[src/tcw_pkg.sv]
// Shared types and constants for the text console writer.
package tcw_pkg;

	localparam int unsigned COLUMNS_DEF = 80;
	localparam int unsigned ROWS_DEF = 25;

	localparam logic [7:0] TEXT_COLOR_RST = 8'd143;
	localparam logic [7:0] NEWLINE_CODE = 8'd10;
	localparam logic [7:0] SPACE_CODE = 8'd32;

	typedef enum logic [1:0] {
		CMD_PUT = 2'd0,
		CMD_CLEAR = 2'd1,
		CMD_READ = 2'd2
	} cmd_t;

	typedef struct packed {
		logic [6:0] cursor_col;
		logic [4:0] cursor_row;
		logic [7:0] cell_attr;
		logic [7:0] cell_char;
	} res_t;

endpackage

[src/tcw_ctrl.sv]
// Command sequencer: cursor, scroll and clear walks, cell writes and reads.
module tcw_ctrl #(
	parameter int unsigned COLUMNS = tcw_pkg::COLUMNS_DEF,
	parameter int unsigned ROWS = tcw_pkg::ROWS_DEF,
	parameter int unsigned ADDR_W = $clog2(ROWS * COLUMNS)
) (
	input  logic              clk,
	input  logic              arst_n,
	input  logic [7:0]        text_color,
	input  logic              req_valid,
	output logic              req_ready,
	input  tcw_pkg::cmd_t     req_cmd,
	input  logic [7:0]        req_char,
	input  logic [4:0]        req_row,
	input  logic [6:0]        req_col,
	output logic              res_valid,
	input  logic              res_ready,
	output tcw_pkg::res_t     res,
	output logic              mem_we,
	output logic [ADDR_W-1:0] mem_addr,
	output logic [15:0]       mem_wdata,
	input  logic [15:0]       mem_rdata
);

	localparam int unsigned ROW_W = $clog2(ROWS);
	localparam int unsigned COL_W = $clog2(COLUMNS + 1);
	localparam logic [ROW_W-1:0] LAST_ROW = ROW_W'(ROWS - 1);
	localparam logic [COL_W-1:0] COL_FULL = COL_W'(COLUMNS);
	localparam logic [ADDR_W-1:0] ROW_STRIDE = ADDR_W'(COLUMNS);
	localparam logic [ADDR_W-1:0] SCROLL_LAST = ADDR_W'((ROWS - 1) * COLUMNS - 1);
	localparam logic [ADDR_W-1:0] LAST_CELL = ADDR_W'(ROWS * COLUMNS - 1);

	typedef enum logic [6:0] {
		ST_IDLE    = 7'b0000001,
		ST_SCR_RD  = 7'b0000010,
		ST_SCR_WR  = 7'b0000100,
		ST_BLANK   = 7'b0001000,
		ST_WRITE   = 7'b0010000,
		ST_RD_WAIT = 7'b0100000,
		ST_RESP    = 7'b1000000
	} state_t;

	state_t            state_q;
	logic [ROW_W-1:0]  row_q;
	logic [COL_W-1:0]  col_q;
	logic              pend_q;
	logic [ADDR_W-1:0] ptr_q;
	logic [7:0]        char_q;
	logic [15:0]       cell_q;
	logic              in_range;
	logic [ADDR_W-1:0] rd_addr;
	logic [ADDR_W-1:0] wr_addr;

	assign in_range = (32'(req_row) < 32'(ROWS)) && (32'(req_col) < 32'(COLUMNS));
	assign rd_addr = ADDR_W'(req_row) * ROW_STRIDE + ADDR_W'(req_col);
	assign wr_addr = ADDR_W'(row_q) * ROW_STRIDE + ADDR_W'(col_q);

	assign req_ready = (state_q == ST_IDLE);
	assign res_valid = (state_q == ST_RESP);
	assign res = '{cursor_col: 7'(col_q), cursor_row: 5'(row_q),
		cell_attr: cell_q[15:8], cell_char: cell_q[7:0]};

	always_comb begin
		mem_we = 1'b0;
		mem_addr = ptr_q;
		mem_wdata = {text_color, tcw_pkg::SPACE_CODE};
		unique case (state_q)
			ST_IDLE: begin
				mem_addr = rd_addr;
			end
			ST_SCR_RD: begin
				mem_addr = ptr_q + ROW_STRIDE;
			end
			ST_SCR_WR: begin
				mem_we = 1'b1;
				mem_wdata = mem_rdata;
			end
			ST_BLANK: begin
				mem_we = 1'b1;
			end
			ST_WRITE: begin
				mem_we = 1'b1;
				mem_addr = wr_addr;
				mem_wdata = {text_color, char_q};
			end
			default: begin
				mem_addr = ptr_q;
			end
		endcase
	end

	always_ff @(posedge clk or negedge arst_n) begin
		if (!arst_n) begin
			state_q <= ST_IDLE;
			row_q <= '0;
			col_q <= '0;
			pend_q <= 1'b0;
		end else begin
			unique case (state_q)
				ST_IDLE: begin
					if (req_valid) begin
						// only looked at when a blank walk ends, after a scroll or a clear
						pend_q <= (req_cmd == tcw_pkg::CMD_PUT) &&
							(req_char != tcw_pkg::NEWLINE_CODE);
						case (req_cmd)
							tcw_pkg::CMD_PUT: begin
								if (req_char == tcw_pkg::NEWLINE_CODE || col_q == COL_FULL) begin
									col_q <= '0;
									if (row_q != LAST_ROW) begin
										row_q <= row_q + ROW_W'(1);
										state_q <= (req_char == tcw_pkg::NEWLINE_CODE) ?
											ST_RESP : ST_WRITE;
									end else begin
										state_q <= ST_SCR_RD;
									end
								end else begin
									state_q <= ST_WRITE;
								end
							end
							tcw_pkg::CMD_CLEAR: state_q <= ST_BLANK;
							tcw_pkg::CMD_READ:  state_q <= in_range ? ST_RD_WAIT : ST_RESP;
							default:            state_q <= ST_RESP;
						endcase
					end
				end
				ST_SCR_RD: state_q <= ST_SCR_WR;
				ST_SCR_WR: state_q <= (ptr_q == SCROLL_LAST) ? ST_BLANK : ST_SCR_RD;
				ST_BLANK: begin
					if (ptr_q == LAST_CELL) begin
						state_q <= pend_q ? ST_WRITE : ST_RESP;
					end
				end
				ST_WRITE: begin
					col_q <= col_q + COL_W'(1);
					state_q <= ST_RESP;
				end
				ST_RD_WAIT: state_q <= ST_RESP;
				ST_RESP: begin
					if (res_ready) begin
						state_q <= ST_IDLE;
					end
				end
				default: state_q <= ST_IDLE;
			endcase
		end
	end

	always_ff @(posedge clk) begin
		case (state_q)
			ST_IDLE: begin
				ptr_q <= '0;
				char_q <= req_char;
				cell_q <= '0;
			end
			ST_SCR_WR:  ptr_q <= ptr_q + ADDR_W'(1);
			ST_BLANK:   ptr_q <= ptr_q + ADDR_W'(1);
			ST_RD_WAIT: cell_q <= mem_rdata;
			default: begin
				ptr_q <= ptr_q;
			end
		endcase
	end

endmodule

[config.mk]
export PLATFORM = sky130hd
export DESIGN_NAME = tcw_ctrl
export DESIGN_NICKNAME = d
export VERILOG_FILES = /design/src/tcw_pkg.sv /design/src/tcw_ctrl.sv
export SDC_FILE = /design/constraint.sdc
export NUM_CORES = 1
export LEC_CHECK = 0
export ABC_AREA = 1
export BUFFER_PORTS_ARGS = -buffer_cell sky130_fd_sc_hd__clkbuf_2
export CAP_MARGIN = 20
export CELL_PAD_IN_SITES_DETAIL_PLACEMENT = 0
export CELL_PAD_IN_SITES_GLOBAL_PLACEMENT = 1
export CORE_MARGIN = 2
export CORE_UTILIZATION = 25
export CTS_CLUSTER_SIZE = 16
export DETAILED_ROUTE_END_ITERATION = 10
export PLACE_DENSITY = 0.69
export SYNTH_ARGS = -nofsm -noshare
export SYNTH_HDL_FRONTEND = slang
export SYNTH_SLANG_ARGS = --single-unit
[constraint.sdc]
create_clock -name clk -period 2.29 [get_ports clk]
set_input_delay 0.1145 -clock clk [delete_from_list [all_inputs] [get_ports clk]]
set_output_delay 0.1145 -clock clk [all_outputs]
set_load 0.05 [all_outputs]
==> run_results.csv <==
group,metric,value,unit
status,status,"finished, violations left",
status,violations,"negative setup slack",
power_and_ir_drop,p_seq_share,28.0,%
global_routing,grt_max_degree,28,
logic_synthesis,synth.yosys.seq_area_share,38.6,%
power_and_ir_drop,p_comb_share,59.8,%
critical_path,cp_slowest_cell,"fa_2",
sta,fin_crit,2380,ps
final_layout,final_core_util,33.4,%
logic_synthesis,yosysTopAreaCellShare,26.2,%
critical_path,worstPathMaxFanout,5,
route,vias,3819,
global_routing,grt_usage,13.4,%
clock_tree,clk_latency,300,ps
floorplanning,pin_count,108,
clock_tree,cts-root-buf,"clkbuf_16",
final_layout,final_cell_mix,"nand2_1 (141), clkbuf_2 (100), inv_1 (68), nand3_1 (50), nor2_1 (46)",
route,postRouteAntennaNets,0,
power_and_ir_drop,leakagePower,2.59,nW
final_layout,nets,729,
sta,skew,5.48,ps
logic_synthesis,ys_ff_latch,55,
power_and_ir_drop,intPower,3.06,mW
critical_path,worstSetupEndpointType,"output port",
placement,port_buffers,107,
route,routedWlPerCell,12.9,um
sta,final-setup-viol-count,3,
power_and_ir_drop,pwr-share-clk,12.2,%
logic_synthesis,yosys-top-cells-area,"edfxtp_1 (26%), nand2_1 (13%), dfrtp_1 (12%), ha_1 (7.8%), nand3_1 (6.5%)",
clock_tree,clock_sinks,55,
critical_path,crit_start,"row_q[3]",
logic_synthesis,syn-num-nets,599,
final_layout,drive_gt1_share,29.0,%
critical_path,worstPathArrival,2260,ps
floorplanning,start_util,25.5,%
global_routing,grt_pass1_wl,18.1,mm
power_and_ir_drop,power,6.70,mW
global_routing,grt_pass1_vias,3730,
sta,tns,-256,ps
global_routing,grt_overflow,0,
critical_path,critical-path-top-delay-family,"adder cells",
placement,hpwl,9.11,mm
worst_hold_path,hold_start,"req_char[2]",
sta,setup_slack,-86.9,ps
logic_synthesis,synthCells,520,
sta,finalHoldViolCount,0,
logic_synthesis,ys_types,40,
final_layout,antenna_cells,0,
route,routed_wl,11.2,mm
power_and_ir_drop,swShare,54.4,%
critical_path,critPathBufInv,1,
floorplanning,core.rowCount,46,
route,drtPass1Iterations,4,
final_layout,area.growth.synth_to_final,31.1,%
floorplanning,die_h,131,um
placement,place_congestion,0.873,
sta,rsz0062_at_grt,"true",
clock_tree,max-clock-path-buffers,2,
logic_synthesis,syn_area,4020,um2
floorplanning,coreArea,15800,um2
worst_hold_path,hold_class,"in -> reg",
sta,worst_pin_slew,538,ps
critical_path,critPathRequiredTime,2180,ps
sta,period_share,104,%
clock_tree,cts_buffers,5,
final_layout,layout_commonest_cell,"nand2_1",
power_and_ir_drop,powerDensity,1270,nW/um2
clock_tree,path_clk_slew,80,ps
logic_synthesis,avgSynthCellArea,7.73,um2
route,drc,0,
critical_path,slowest_delay,580,ps
sta,fmax,421,MHz
clock_tree,cts_htree_levels,2,
floorplanning,dieArea,17100,um2
logic_synthesis,yosysTopAreaCell,"edfxtp_1",
route,via_per_inst,4.40,
sta,maxSlewHeadroom,64.1,%
critical_path,critPathLaunchType,"flop",
critical_path,r2r_start,"state_q[4]",
power_and_ir_drop,netSwitchingPower,3.64,mW
sta,slew_violations,0,
clock_tree,cts_tree,"yes",
route,drtIter0Drc,96,
power_and_ir_drop,ir_drop,911,uV
flow_run,max_cap_viol_count,0,
global_routing,antenna_found_initial,0,
floorplanning,chipWidth,131,um
critical_path,critPathKind,"reg -> out",
critical_path,crit_chain,"ha_4, ha_4, fa_2, nand4_1, nand3_1, nand4_1, buf_12",
logic_synthesis,ys_warn_count,0,
[registers in the layout, summed over array words and instances, names as in the netlist]
register / flops
cell_q: 16
char_q: 8
col_q: 7
pend_q: 1
ptr_q: 11
row_q: 5
state_q: 7
[logic make-up (layout without fill, tap and decap cells)]
logic type / after synthesis / count (layout) / share of synthesized area (%)
buffers and inverters: 84 / 215 / 8.34
XOR/XNOR: 6 / 6 / 1.31
AND/OR/NAND/NOR: 293 / 293 / 34.7
AO/OA/AOI/OAI: 53 / 53 / 7.25
flip-flops: 55 / 55 / 38.6
adder cells (fa/ha/maj): 29 / 29 / 9.78
[stage by stage]
step | std cells | instance area [um2] | hold WS, ps | setup WS (ps)
4_1_cts | 866 | 5230 | 2.89 | -120
3_3_place_gp | 851 | 4960 | 132 | 130
5_1_grt | 867 | 5270 | 5.83 | -236
3_5_place_dp | 851 | 4960 | 127 | 113
6_report | 867 | 5270 | 15.7 | -86.9
2_1_floorplan | 520 | 4070 | -181 | -69.1
[path summary, 6_finish.rpt]
| kind | endpoint | slack, ps | depth (start not counted) |
|---|---|---|---|
| max | mem_addr[9] | -90 | 7 |
| min | char_q[2] | 20 | 1 |
| max reg2reg | ptr_q[4] | 280 | 7 |
| min reg2reg | state_q[4] | 540 | 2 |
| max in group asynchronous | row_q[2] | 1560 | 2 |
| min in group asynchronous | col_q[3] | 340 | 2 |
[cell type report]
type                    count  area, um2
multi-input cells         381       2220
flip-flops and latches     55       1560
clock inverters             3       27.5
clock buffers               5        125
repair buffers            130        769
fillers                  1737      10500
inverters                  77        292
well taps                 216        270
[worst register-to-register path, cell delays in order (launching register included)]
cell and delay (ps):
dfrtp_1 430, nor2_2 170, nand2_2 120, nor2_2 230, inv_1 110, nand2_4 110, inv_2 110, nand2_1 380
[per-layer routing]
metal  global-route usage (%)  up-vias  part of all wire (%)
met5                        0        -                     0
met4                     3.32        0                   1.1
met3                     2.89       10                   6.2
met2                     24.1       90                    50
met1                     16.3     1754                    43
li1                         -     1965                     -
[power by group through the flow]
| stage | Clock (mW) | Sequential, mW | Combinational, mW |
|---|---|---|---|
| 3_5_place_dp | 0 | 1.90 | 3.91 |
| 6_report | 0.821 | 1.87 | 4.01 |
| 4_1_cts | 0.848 | 1.88 | 4.01 |
| 2_1_floorplan | 0 | 2.59 | 2.15 |
| 5_1_grt | 0.890 | 1.94 | 4.38 |
| 3_3_place_gp | 0 | 1.89 | 3.88 |
[synth_stat cells]
cell type / count
nor3b_2: 2
a21oi_1: 16
o22ai_1: 1
nor2_8: 1
o21a_1: 1
edfxtp_1: 35
o21ai_0: 10
ha_1: 25
o21bai_1: 1
buf_2: 5
nand2_1: 143
nor4_1: 1
nor3_1: 4
buf_4: 1
buf_6: 1
nand4_1: 15
xor2_1: 5
nand3_2: 1
nor2_4: 6
o21ai_1: 17
inv_4: 1
nand2_4: 3
inv_2: 8
nor2_2: 7
xnor2_1: 1
nand3_4: 1
dfrtp_1: 19
nand3_1: 52
nand2_2: 4
nand4_4: 1
inv_1: 68
or2_2: 3
o211ai_1: 5
nand3b_1: 2
fa_1: 4
o21ai_2: 1
and3_1: 1
nor2_1: 46
dfstp_2: 1
o2111ai_1: 1
[timing repair]
item / CTS / global route
buffers inserted: 2 / 0
endpoints found under the setup margin: 4 / 7
resized for setup: 9 / 13
endpoints found under the hold margin: 23 / 1
pin swaps: 5 / 1
hold buffers: 5 / 1
gates cloned: 0 / 0
No activity file was read; power rests on OpenSTA's default activity.
